===== src/alist_pkg.sv =====
package alist_pkg;

	// default list depth
	localparam int CAPACITY_DEF = 16;

	// fixed field widths
	localparam int KEY_W  = 32;
	localparam int PAY_W  = 64;
	localparam int KIND_W = 3;

	// microprogram step counter width
	localparam int STEP_W = 5;

	// request kinds
	localparam logic [KIND_W-1:0] KIND_INSERT = 3'd0;
	localparam logic [KIND_W-1:0] KIND_APPEND = 3'd1;
	localparam logic [KIND_W-1:0] KIND_REMOVE = 3'd2;
	localparam logic [KIND_W-1:0] KIND_MODIFY = 3'd3;
	localparam logic [KIND_W-1:0] KIND_SEARCH = 3'd4;

	// result status codes
	typedef enum logic [2:0] {
		ST_OK       = 3'd0,
		ST_FULL     = 3'd1,
		ST_EMPTY    = 3'd2,
		ST_BADPOS   = 3'd3,
		ST_NOTFOUND = 3'd4
	} status_t;

	// next step selection
	typedef enum logic [1:0] {
		NXT_SEQ      = 2'd0,
		NXT_JUMP     = 2'd1,
		NXT_DISPATCH = 2'd2,
		NXT_DONE     = 2'd3
	} nxt_t;

	// jump conditions
	typedef enum logic [3:0] {
		C_ALWAYS     = 4'd0,
		C_FULL       = 4'd1,
		C_EMPTY      = 4'd2,
		C_POS_GT_CNT = 4'd3,
		C_POS_GE_CNT = 4'd4,
		C_PTR_EQ_POS = 4'd5,
		C_PTR_LAST   = 4'd6,
		C_PTR_EQ_CNT = 4'd7,
		C_KEY_MATCH  = 4'd8
	} cond_t;

	// entry pointer operations
	typedef enum logic [2:0] {
		PTR_HOLD     = 3'd0,
		PTR_LOAD_CNT = 3'd1,
		PTR_LOAD_POS = 3'd2,
		PTR_ZERO     = 3'd3,
		PTR_INC      = 3'd4,
		PTR_DEC      = 3'd5
	} ptr_op_t;

	// read address selection
	typedef enum logic [1:0] {
		RD_PTR      = 2'd0,
		RD_PTR_DOWN = 2'd1,
		RD_PTR_UP   = 2'd2
	} rd_sel_t;

	// write source, always written at the pointer
	typedef enum logic [1:0] {
		WR_NONE  = 2'd0,
		WR_SHIFT = 2'd1,
		WR_REQ   = 2'd2
	} wr_op_t;

	// entry count operations
	typedef enum logic [1:0] {
		CNT_HOLD = 2'd0,
		CNT_INC  = 2'd1,
		CNT_DEC  = 2'd2
	} cnt_op_t;

	// one control word of the microprogram
	typedef struct packed {
		nxt_t              nxt;
		cond_t             cond;
		logic [STEP_W-1:0] target;
		ptr_op_t           ptr_op;
		rd_sel_t           rd_sel;
		wr_op_t            wr_op;
		cnt_op_t           cnt_op;
		logic              capture;
		status_t           status;
	} ctl_word_t;

	// datapath conditions seen by the sequencer
	typedef struct packed {
		logic full;
		logic empty;
		logic pos_gt_cnt;
		logic pos_ge_cnt;
		logic ptr_eq_pos;
		logic ptr_last;
		logic ptr_eq_cnt;
		logic key_match;
	} flags_t;

	// microprogram addresses
	localparam logic [STEP_W-1:0] STEP_DISPATCH = 5'd0;
	localparam logic [STEP_W-1:0] STEP_INS      = 5'd1;
	localparam logic [STEP_W-1:0] STEP_INS_LOOP = 5'd3;
	localparam logic [STEP_W-1:0] STEP_INS_PUT  = 5'd6;
	localparam logic [STEP_W-1:0] STEP_APP      = 5'd7;
	localparam logic [STEP_W-1:0] STEP_REM      = 5'd9;
	localparam logic [STEP_W-1:0] STEP_REM_LOOP = 5'd11;
	localparam logic [STEP_W-1:0] STEP_REM_END  = 5'd14;
	localparam logic [STEP_W-1:0] STEP_MOD      = 5'd15;
	localparam logic [STEP_W-1:0] STEP_SRC      = 5'd18;
	localparam logic [STEP_W-1:0] STEP_SRC_LOOP = 5'd19;
	localparam logic [STEP_W-1:0] STEP_SRC_HIT  = 5'd22;
	localparam logic [STEP_W-1:0] STEP_MISS     = 5'd23;
	localparam logic [STEP_W-1:0] STEP_FULL     = 5'd24;
	localparam logic [STEP_W-1:0] STEP_EMPTY    = 5'd25;
	localparam logic [STEP_W-1:0] STEP_BADPOS   = 5'd26;
	localparam logic [STEP_W-1:0] STEP_UNKNOWN  = 5'd27;

	// builds one control word
	function automatic ctl_word_t uop(
		input nxt_t              nxt,
		input cond_t             cond,
		input logic [STEP_W-1:0] target,
		input ptr_op_t           ptr_op,
		input rd_sel_t           rd_sel,
		input wr_op_t            wr_op,
		input cnt_op_t           cnt_op,
		input logic              capture,
		input status_t           status
	);
		ctl_word_t cw;
		cw.nxt     = nxt;
		cw.cond    = cond;
		cw.target  = target;
		cw.ptr_op  = ptr_op;
		cw.rd_sel  = rd_sel;
		cw.wr_op   = wr_op;
		cw.cnt_op  = cnt_op;
		cw.capture = capture;
		cw.status  = status;
		return cw;
	endfunction

	// microprogram rom
	function automatic ctl_word_t microcode(input logic [STEP_W-1:0] step);
		ctl_word_t cw;
		unique case (step)
			// decode the request kind
			5'd0:  cw = uop(NXT_DISPATCH, C_ALWAYS, STEP_DISPATCH, PTR_HOLD, RD_PTR,
				WR_NONE, CNT_HOLD, 1'b0, ST_OK);
			// insert: full check, position check, then shift up from the end
			5'd1:  cw = uop(NXT_JUMP, C_FULL, STEP_FULL, PTR_HOLD, RD_PTR,
				WR_NONE, CNT_HOLD, 1'b0, ST_OK);
			5'd2:  cw = uop(NXT_JUMP, C_POS_GT_CNT, STEP_BADPOS, PTR_LOAD_CNT, RD_PTR,
				WR_NONE, CNT_HOLD, 1'b0, ST_OK);
			5'd3:  cw = uop(NXT_JUMP, C_PTR_EQ_POS, STEP_INS_PUT, PTR_HOLD, RD_PTR_DOWN,
				WR_NONE, CNT_HOLD, 1'b0, ST_OK);
			5'd4:  cw = uop(NXT_SEQ, C_ALWAYS, STEP_DISPATCH, PTR_DEC, RD_PTR,
				WR_SHIFT, CNT_HOLD, 1'b0, ST_OK);
			5'd5:  cw = uop(NXT_JUMP, C_ALWAYS, STEP_INS_LOOP, PTR_HOLD, RD_PTR,
				WR_NONE, CNT_HOLD, 1'b0, ST_OK);
			5'd6:  cw = uop(NXT_DONE, C_ALWAYS, STEP_DISPATCH, PTR_HOLD, RD_PTR,
				WR_REQ, CNT_INC, 1'b0, ST_OK);
			// append at the end
			5'd7:  cw = uop(NXT_JUMP, C_FULL, STEP_FULL, PTR_LOAD_CNT, RD_PTR,
				WR_NONE, CNT_HOLD, 1'b0, ST_OK);
			5'd8:  cw = uop(NXT_DONE, C_ALWAYS, STEP_DISPATCH, PTR_HOLD, RD_PTR,
				WR_REQ, CNT_INC, 1'b0, ST_OK);
			// remove: shift down from the position
			5'd9:  cw = uop(NXT_JUMP, C_EMPTY, STEP_EMPTY, PTR_HOLD, RD_PTR,
				WR_NONE, CNT_HOLD, 1'b0, ST_OK);
			5'd10: cw = uop(NXT_JUMP, C_POS_GE_CNT, STEP_BADPOS, PTR_LOAD_POS, RD_PTR,
				WR_NONE, CNT_HOLD, 1'b0, ST_OK);
			5'd11: cw = uop(NXT_JUMP, C_PTR_LAST, STEP_REM_END, PTR_HOLD, RD_PTR_UP,
				WR_NONE, CNT_HOLD, 1'b0, ST_OK);
			5'd12: cw = uop(NXT_SEQ, C_ALWAYS, STEP_DISPATCH, PTR_INC, RD_PTR,
				WR_SHIFT, CNT_HOLD, 1'b0, ST_OK);
			5'd13: cw = uop(NXT_JUMP, C_ALWAYS, STEP_REM_LOOP, PTR_HOLD, RD_PTR,
				WR_NONE, CNT_HOLD, 1'b0, ST_OK);
			5'd14: cw = uop(NXT_DONE, C_ALWAYS, STEP_DISPATCH, PTR_HOLD, RD_PTR,
				WR_NONE, CNT_DEC, 1'b0, ST_OK);
			// overwrite in place
			5'd15: cw = uop(NXT_JUMP, C_EMPTY, STEP_EMPTY, PTR_HOLD, RD_PTR,
				WR_NONE, CNT_HOLD, 1'b0, ST_OK);
			5'd16: cw = uop(NXT_JUMP, C_POS_GE_CNT, STEP_BADPOS, PTR_LOAD_POS, RD_PTR,
				WR_NONE, CNT_HOLD, 1'b0, ST_OK);
			5'd17: cw = uop(NXT_DONE, C_ALWAYS, STEP_DISPATCH, PTR_HOLD, RD_PTR,
				WR_REQ, CNT_HOLD, 1'b0, ST_OK);
			// search: scan upward from position zero
			5'd18: cw = uop(NXT_JUMP, C_EMPTY, STEP_EMPTY, PTR_ZERO, RD_PTR,
				WR_NONE, CNT_HOLD, 1'b0, ST_OK);
			5'd19: cw = uop(NXT_JUMP, C_PTR_EQ_CNT, STEP_MISS, PTR_HOLD, RD_PTR,
				WR_NONE, CNT_HOLD, 1'b0, ST_OK);
			5'd20: cw = uop(NXT_JUMP, C_KEY_MATCH, STEP_SRC_HIT, PTR_HOLD, RD_PTR,
				WR_NONE, CNT_HOLD, 1'b0, ST_OK);
			5'd21: cw = uop(NXT_JUMP, C_ALWAYS, STEP_SRC_LOOP, PTR_INC, RD_PTR,
				WR_NONE, CNT_HOLD, 1'b0, ST_OK);
			5'd22: cw = uop(NXT_DONE, C_ALWAYS, STEP_DISPATCH, PTR_HOLD, RD_PTR,
				WR_NONE, CNT_HOLD, 1'b1, ST_OK);
			// common endings
			5'd23: cw = uop(NXT_DONE, C_ALWAYS, STEP_DISPATCH, PTR_HOLD, RD_PTR,
				WR_NONE, CNT_HOLD, 1'b0, ST_NOTFOUND);
			5'd24: cw = uop(NXT_DONE, C_ALWAYS, STEP_DISPATCH, PTR_HOLD, RD_PTR,
				WR_NONE, CNT_HOLD, 1'b0, ST_FULL);
			5'd25: cw = uop(NXT_DONE, C_ALWAYS, STEP_DISPATCH, PTR_HOLD, RD_PTR,
				WR_NONE, CNT_HOLD, 1'b0, ST_EMPTY);
			5'd26: cw = uop(NXT_DONE, C_ALWAYS, STEP_DISPATCH, PTR_HOLD, RD_PTR,
				WR_NONE, CNT_HOLD, 1'b0, ST_BADPOS);
			// unknown kinds and unused steps finish with no effect
			default: cw = uop(NXT_DONE, C_ALWAYS, STEP_DISPATCH, PTR_HOLD, RD_PTR,
				WR_NONE, CNT_HOLD, 1'b0, ST_OK);
		endcase
		return cw;
	endfunction

endpackage


===== src/alist_ram.sv =====
module alist_ram
	#(
		parameter int WIDTH = 8,
		parameter int DEPTH = 16,
		localparam int AW = (DEPTH > 1) ? $clog2(DEPTH) : 1
	)
	(
		input  logic             clk,
		input  logic             we,
		input  logic [AW-1:0]    waddr,
		input  logic [WIDTH-1:0] wdata,
		input  logic [AW-1:0]    raddr,
		output logic [WIDTH-1:0] rdata
	);

	logic [WIDTH-1:0] mem_q [DEPTH];

	// one write port, one registered read port
	always_ff @(posedge clk) begin
		if (we) begin
			mem_q[waddr] <= wdata;
		end
		rdata <= mem_q[raddr];
	end

endmodule


===== src/alist_useq.sv =====
module alist_useq
	import alist_pkg::*;
	(
		input  logic              clk,
		input  logic              arst_n,
		input  logic              start,
		input  logic              hold,
		input  logic [KIND_W-1:0] kind,
		input  flags_t            flags,
		output ctl_word_t         cw,
		output logic              busy
	);

	logic [STEP_W-1:0] step_q;
	logic [STEP_W-1:0] step_next;
	logic              busy_q;
	logic              taken;

	assign cw   = microcode(step_q);
	assign busy = busy_q;

	// condition select
	always_comb begin
		unique case (cw.cond)
			C_ALWAYS:     taken = 1'b1;
			C_FULL:       taken = flags.full;
			C_EMPTY:      taken = flags.empty;
			C_POS_GT_CNT: taken = flags.pos_gt_cnt;
			C_POS_GE_CNT: taken = flags.pos_ge_cnt;
			C_PTR_EQ_POS: taken = flags.ptr_eq_pos;
			C_PTR_LAST:   taken = flags.ptr_last;
			C_PTR_EQ_CNT: taken = flags.ptr_eq_cnt;
			C_KEY_MATCH:  taken = flags.key_match;
			default:      taken = 1'b0;
		endcase
	end

	// next step
	always_comb begin
		unique case (cw.nxt)
			NXT_SEQ:  step_next = step_q + STEP_W'(1);
			NXT_JUMP: step_next = taken ? cw.target : step_q + STEP_W'(1);
			NXT_DISPATCH: begin
				unique case (kind)
					KIND_INSERT: step_next = STEP_INS;
					KIND_APPEND: step_next = STEP_APP;
					KIND_REMOVE: step_next = STEP_REM;
					KIND_MODIFY: step_next = STEP_MOD;
					KIND_SEARCH: step_next = STEP_SRC;
					default:     step_next = STEP_UNKNOWN;
				endcase
			end
			NXT_DONE: step_next = STEP_DISPATCH;
			default:  step_next = STEP_DISPATCH;
		endcase
	end

	// step counter and busy flag
	always_ff @(posedge clk or negedge arst_n) begin
		if (!arst_n) begin
			step_q <= STEP_DISPATCH;
			busy_q <= 1'b0;
		end else if (!busy_q) begin
			if (start) begin
				busy_q <= 1'b1;
				step_q <= STEP_DISPATCH;
			end
		end else if (!hold) begin
			step_q <= step_next;
			if (cw.nxt == NXT_DONE) begin
				busy_q <= 1'b0;
			end
		end
	end

endmodule


===== src/array_list_insert_remove_search.sv =====
// throughput: one transaction at a time; each loop pass moves or compares one entry,
// and a result still waiting holds the next transaction at its last step
// reset: arst_n clears the list to empty and the sequencer to idle; entry memory
// contents are not cleared, only positions below the count are ever read
module array_list_insert_remove_search
	import alist_pkg::*;
	#(
		parameter int CAPACITY = CAPACITY_DEF,
		localparam int CW = $clog2(CAPACITY + 1),
		localparam int AW = (CAPACITY > 1) ? $clog2(CAPACITY) : 1
	)
	(
		input  logic              clk,
		input  logic              arst_n,
		input  logic              in_valid,
		output logic              in_stall,
		input  logic [KIND_W-1:0] kind,
		input  logic [CW-1:0]     position,
		input  logic [KEY_W-1:0]  entry_key,
		input  logic [PAY_W-1:0]  entry_payload,
		output logic              out_valid,
		input  logic              out_stall,
		output logic [2:0]        status,
		output logic [AW-1:0]     found_position,
		output logic [PAY_W-1:0]  found_payload,
		output logic [CW-1:0]     entry_count
	);

	localparam int EW = KEY_W + PAY_W;

	ctl_word_t         cw;
	flags_t            flags;
	logic              busy;
	logic              accept;
	logic              hold;
	logic              advance;
	logic              finish;

	logic [KIND_W-1:0] kind_q;
	logic [CW-1:0]     pos_q;
	logic [KEY_W-1:0]  key_q;
	logic [PAY_W-1:0]  pay_q;
	logic [CW-1:0]     ptr_q;
	logic [CW-1:0]     cnt_q;
	logic [CW-1:0]     cnt_next;

	logic [AW-1:0]     raddr;
	logic [EW-1:0]     rdata;
	logic [EW-1:0]     wdata;
	logic              we;

	logic              out_valid_q;
	status_t           status_q;
	logic [AW-1:0]     found_pos_q;
	logic [PAY_W-1:0]  found_pay_q;
	logic [CW-1:0]     count_q;

	assign in_stall = busy;
	assign accept   = in_valid && !busy;

	// hold the final step while the previous result is still waiting
	assign hold    = (cw.nxt == NXT_DONE) && out_valid_q && out_stall;
	assign advance = busy && !hold;
	assign finish  = advance && (cw.nxt == NXT_DONE);

	// request registers
	always_ff @(posedge clk) begin
		if (accept) begin
			kind_q <= kind;
			pos_q  <= position;
			key_q  <= entry_key;
			pay_q  <= entry_payload;
		end
	end

	// datapath conditions
	assign flags.full       = (cnt_q == CW'(CAPACITY));
	assign flags.empty      = (cnt_q == '0);
	assign flags.pos_gt_cnt = (pos_q > cnt_q);
	assign flags.pos_ge_cnt = (pos_q >= cnt_q);
	assign flags.ptr_eq_pos = (ptr_q == pos_q);
	assign flags.ptr_last   = (({1'b0, ptr_q} + (CW + 1)'(1)) >= {1'b0, cnt_q});
	assign flags.ptr_eq_cnt = (ptr_q == cnt_q);
	assign flags.key_match  = (rdata[EW-1 -: KEY_W] == key_q);

	alist_useq u_useq (
		.clk    (clk),
		.arst_n (arst_n),
		.start  (accept),
		.hold   (hold),
		.kind   (kind_q),
		.flags  (flags),
		.cw     (cw),
		.busy   (busy)
	);

	// entry pointer
	always_ff @(posedge clk) begin
		if (advance) begin
			unique case (cw.ptr_op)
				PTR_HOLD:     ptr_q <= ptr_q;
				PTR_LOAD_CNT: ptr_q <= cnt_q;
				PTR_LOAD_POS: ptr_q <= pos_q;
				PTR_ZERO:     ptr_q <= '0;
				PTR_INC:      ptr_q <= ptr_q + CW'(1);
				PTR_DEC:      ptr_q <= ptr_q - CW'(1);
				default:      ptr_q <= ptr_q;
			endcase
		end
	end

	// entry count after the request
	always_comb begin
		unique case (cw.cnt_op)
			CNT_HOLD: cnt_next = cnt_q;
			CNT_INC:  cnt_next = cnt_q + CW'(1);
			CNT_DEC:  cnt_next = cnt_q - CW'(1);
			default:  cnt_next = cnt_q;
		endcase
	end

	always_ff @(posedge clk or negedge arst_n) begin
		if (!arst_n) begin
			cnt_q <= '0;
		end else if (advance) begin
			cnt_q <= cnt_next;
		end
	end

	// entry memory addressing
	always_comb begin
		unique case (cw.rd_sel)
			RD_PTR:      raddr = ptr_q[AW-1:0];
			RD_PTR_DOWN: raddr = AW'(ptr_q - CW'(1));
			RD_PTR_UP:   raddr = AW'(ptr_q + CW'(1));
			default:     raddr = ptr_q[AW-1:0];
		endcase
	end

	assign we    = advance && (cw.wr_op != WR_NONE);
	assign wdata = (cw.wr_op == WR_SHIFT) ? rdata : {key_q, pay_q};

	alist_ram #(
		.WIDTH (EW),
		.DEPTH (CAPACITY)
	) u_ram (
		.clk   (clk),
		.we    (we),
		.waddr (ptr_q[AW-1:0]),
		.wdata (wdata),
		.raddr (raddr),
		.rdata (rdata)
	);

	// result register
	always_ff @(posedge clk or negedge arst_n) begin
		if (!arst_n) begin
			out_valid_q <= 1'b0;
		end else if (finish) begin
			out_valid_q <= 1'b1;
		end else if (!out_stall) begin
			out_valid_q <= 1'b0;
		end
	end

	always_ff @(posedge clk) begin
		if (finish) begin
			status_q    <= cw.status;
			found_pos_q <= cw.capture ? ptr_q[AW-1:0] : '0;
			found_pay_q <= cw.capture ? rdata[PAY_W-1:0] : '0;
			count_q     <= cnt_next;
		end
	end

	assign out_valid      = out_valid_q;
	assign status         = status_q;
	assign found_position = found_pos_q;
	assign found_payload  = found_pay_q;
	assign entry_count    = count_q;

	// a new transaction always makes the sequencer busy
	assert property (@(posedge clk) disable iff (!arst_n)
		accept |=> busy)
		else $error("sequencer not busy after accepted transaction");

	// the count never passes the capacity
	assert property (@(posedge clk) disable iff (!arst_n)
		cnt_q <= CW'(CAPACITY))
		else $error("entry count above capacity");

	// finishing a transaction always presents a result
	assert property (@(posedge clk) disable iff (!arst_n)
		$fell(busy) |-> out_valid_q)
		else $error("sequencer finished without a result");

	// the count moves by at most one per step
	assert property (@(posedge clk) disable iff (!arst_n)
		!$stable(cnt_q) |-> (cnt_q == $past(cnt_q) + CW'(1)) ||
			(cnt_q == $past(cnt_q) - CW'(1)))
		else $error("entry count jumped");

endmodule

===== config.mk =====
export PLATFORM = sky130hd
export DESIGN_NAME = array_list_insert_remove_search
export DESIGN_NICKNAME = d
export VERILOG_FILES = /design/src/alist_pkg.sv /design/src/alist_ram.sv /design/src/alist_useq.sv /design/src/array_list_insert_remove_search.sv
export SDC_FILE = /design/constraint.sdc
export NUM_CORES = 2
export LEC_CHECK = 0
export BUFFER_PORTS_ARGS = -buffer_cell sky130_fd_sc_hd__buf_2
export CAP_MARGIN = 20
export CORE_UTILIZATION = 55
export DETAILED_ROUTE_END_ITERATION = 10
export PLACE_DENSITY = 0.78
export SYNTH_ARGS = -nofsm -noshare
export SYNTH_HDL_FRONTEND = slang
export SYNTH_SLANG_ARGS = --single-unit

===== constraint.sdc =====
create_clock -name clk -period 13.26 [get_ports clk]
set_clock_uncertainty 0.05 [all_clocks]
set_input_delay 1.989 -clock clk [delete_from_list [all_inputs] [get_ports clk]]
set_output_delay 1.989 -clock clk [all_outputs]
set_load 0.05 [all_outputs]

==> out/metrics.csv <==
metric,value,unit
status,completed,
place.gp.congestion,0.843,
finalCritPeriodShare,49.4,%
synth_ff_type,edfxtp_1,
drtIter0Drc,3754,
drive_gt1_share,27.2,%
final_cell_mix,"edfxtp_1 (1721), mux4_2 (384), buf_2 (185), clkbuf_16 (179), a21oi_1 (125)",
syn_to_final_growth,12.2,%
finalPower,17.0,mW
synth_nets,3435,
endpoint,u_ram.rdata[37],
cts.clk_slew.worst_paths,60,ps
vias_per_cell,6.24,
ir_drop,0.215,mV
period_needed,6550,ps
max_freq,0.153,GHz
cts_root_buf,clkbuf_16,
place_area,72900,um^2
grt_pass1_wl,220000,um
required,13830,ps
endpoint_kind,flop,
fp.dieH,359,um
drc,0,
hpwl,72200,um
rsz0062_at_grt,false,
maxCapViolations,0,
cts_buffers,177,
die_w,359,um
netlist_area,69900,um^2
crit-reg2reg-capture,u_ram.rdata[37],
port_buffers,185,
final_common_cell,edfxtp_1,
crit_path_start,u_useq.step_q[2],
ys_seq_area_share,77.1,%
row_count,130,
track_usage,23.6,%
nets,3682,
cp_slowest_cell,dfrtp_1,
r2r_slack,6710,ps
synthCells,3298,
min_path_cells,2,
synthTopCellsByArea,"edfxtp_1 (74%), mux4_2 (12%), dfxtp_1 (2.7%)",
avgSynthCellArea,21.2,um^2
core_area,126000,um^2
htree_levels,4,
synthArstFlopShare,0.656,%
finalMaxSlewViolations,0,
r2r_start,u_useq.step_q[2],
setup_viol,0,
clockBufferDepth,3,
io_pins,186,
antenna_found_initial,2,
clock_latency,800,ps
worstSetupPathType,flop to flop,
max_stage_delay,930,ps
worst-slew-pin-transition,1110,ps
yosysUniqueCellTypes,60,
avgRoutedWirePerCell,27.9,um
grt_max_degree,160,
drt_wl_total,149000,um
cts_tree,built,
power_density,216,nW/um^2
start_util,55.5,%
cp_cell_sequence,"inv_1, ha_1, nand2_1, inv_1, ha_1, o21ai_4, buf_4, buf_12, buf_4, mux4_2, nor2b_1, a211oi_1, a21oi_1",
postCtsSetupBuffers,0,
synth_seq_cells,1829,
hold_violations,0,
ff2ff_path_depth,13,
synth_top_area_share,73.9,%
grt_overflow,0,
leakagePower,25.2,nW
ctsResizeCount,0,
max-slew-margin-rel,25.3,%
firstDrtPassIters,6,
cts_hold_buf,0,
startpoint_type,flop,
crit_fanout,104,
yosys_warnings,0,
finalSetupTns,0,ps
final_util,62.3,%
clkSinkCount,1829,
synth_edf_count,1721,
ant_nets,0,
first_global_vias,34100,
fp.dieArea,129000,um^2
yosys.area.top_type,edfxtp_1,
fin_area,78400,um^2
vias,33300,
hold_path.class,flop to flop,
crit_arrival,7130,ps
antenna_cells,0,
==> metrics by stage <==
step	worst slack [ps]	cells	hold WS, ps
after global placement	6740	5015	432
after floorplan	3350	3298	450
after CTS	6570	5346	459
after detailed placement	6620	5015	443
final	6710	5347	462
after global routing	6050	5347	486
==> flip-flops by register name, indices dropped and copies added, names as in the netlist, 3 cells and up <==
| register | flops |
|---|---|
| kind_q | 3 |
| status | 3 |
| key_q | 32 |
| u_ram.mem_q | 1536 |
| cnt_q | 5 |
| u_ram.rdata | 96 |
| found_position | 4 |
| u_useq.step_q | 5 |
| found_payload | 64 |
| pos_q | 5 |
| ptr_q | 5 |
| entry_count | 5 |
| pay_q | 64 |
==> layout make-up <==
type | count | area [um^2]
multi-input combinational | 1267 | 15400
clock inverter | 87 | 671
clock buffer | 244 | 4870
fill | 8245 | 47500
inverter | 27 | 104
tap | 1650 | 2060
sequential | 1829 | 53900
timing repair buffer | 243 | 1460
==> synth_stat cells (26+ instances only) <==
master    count
a211oi_1    101
a21oi_1     126
and2_1       66
buf_2        59
clkbuf_1    112
dfxtp_1      96
edfxtp_1   1721
ha_1         28
inv_1        26
mux2_2       98
mux2i_1     103
mux4_2      384
nand2_1      38
nor2_1       44
nor2b_1      98
xnor2_1      47
==> critical path, delay by kind of cell (launching register included) <==
kind / cells / cell delay [ps]
AO/OA/AOI/OAI: 3 / 990
flip-flops: 1 / 930
AND/OR/NAND/NOR: 2 / 240
adder cells (fa/ha/maj): 2 / 760
multiplexers: 1 / 580
buffers and inverters: 5 / 2560
==> power by group <==
group	internal, mW	switching, mW	total [mW]
combinational	1.89	2.79	4.68
clock	2.70	2.11	4.80
sequential	7.20	0.291	7.49
total	11.8	5.19	17.0
==> worst min-delay path by stage <==
stage                    start                end  slack, ps
2_1_floorplan   u_ram.rdata[0]   found_payload[0]        450
3_3_place_gp         out_valid          out_valid        430
6_report             out_valid          out_valid        460
3_5_place_dp         out_valid          out_valid        440
5_1_grt        u_ram.rdata[29]  found_payload[29]        490
4_1_cts              out_valid          out_valid        460
==> cells by family (layout without fill, tap and decap cells) <==
family / count (synthesis) / in the layout / share of synthesized area, %
fa+ha+maj: 29 / 29 / 0.530
flops: 1829 / 1829 / 77.1
simple gates: 302 / 302 / 2.38
mux: 587 / 587 / 15.5
compound gates: 296 / 296 / 2.70
xor+xnor: 53 / 53 / 0.664
buf+inv: 202 / 601 / 1.19
==> per-layer routing <==
layer | up-vias | routed length (um) | global-route usage, %
li1 | 14000 | - | -
met3 | 227 | 12400 | 4.55
met1 | 17500 | 60700 | 33.5
met4 | 0 | 3040 | 6.13
met5 | - | 0 | 0
met2 | 1542 | 73200 | 38.0
Power figures use the tool's default switching activity.
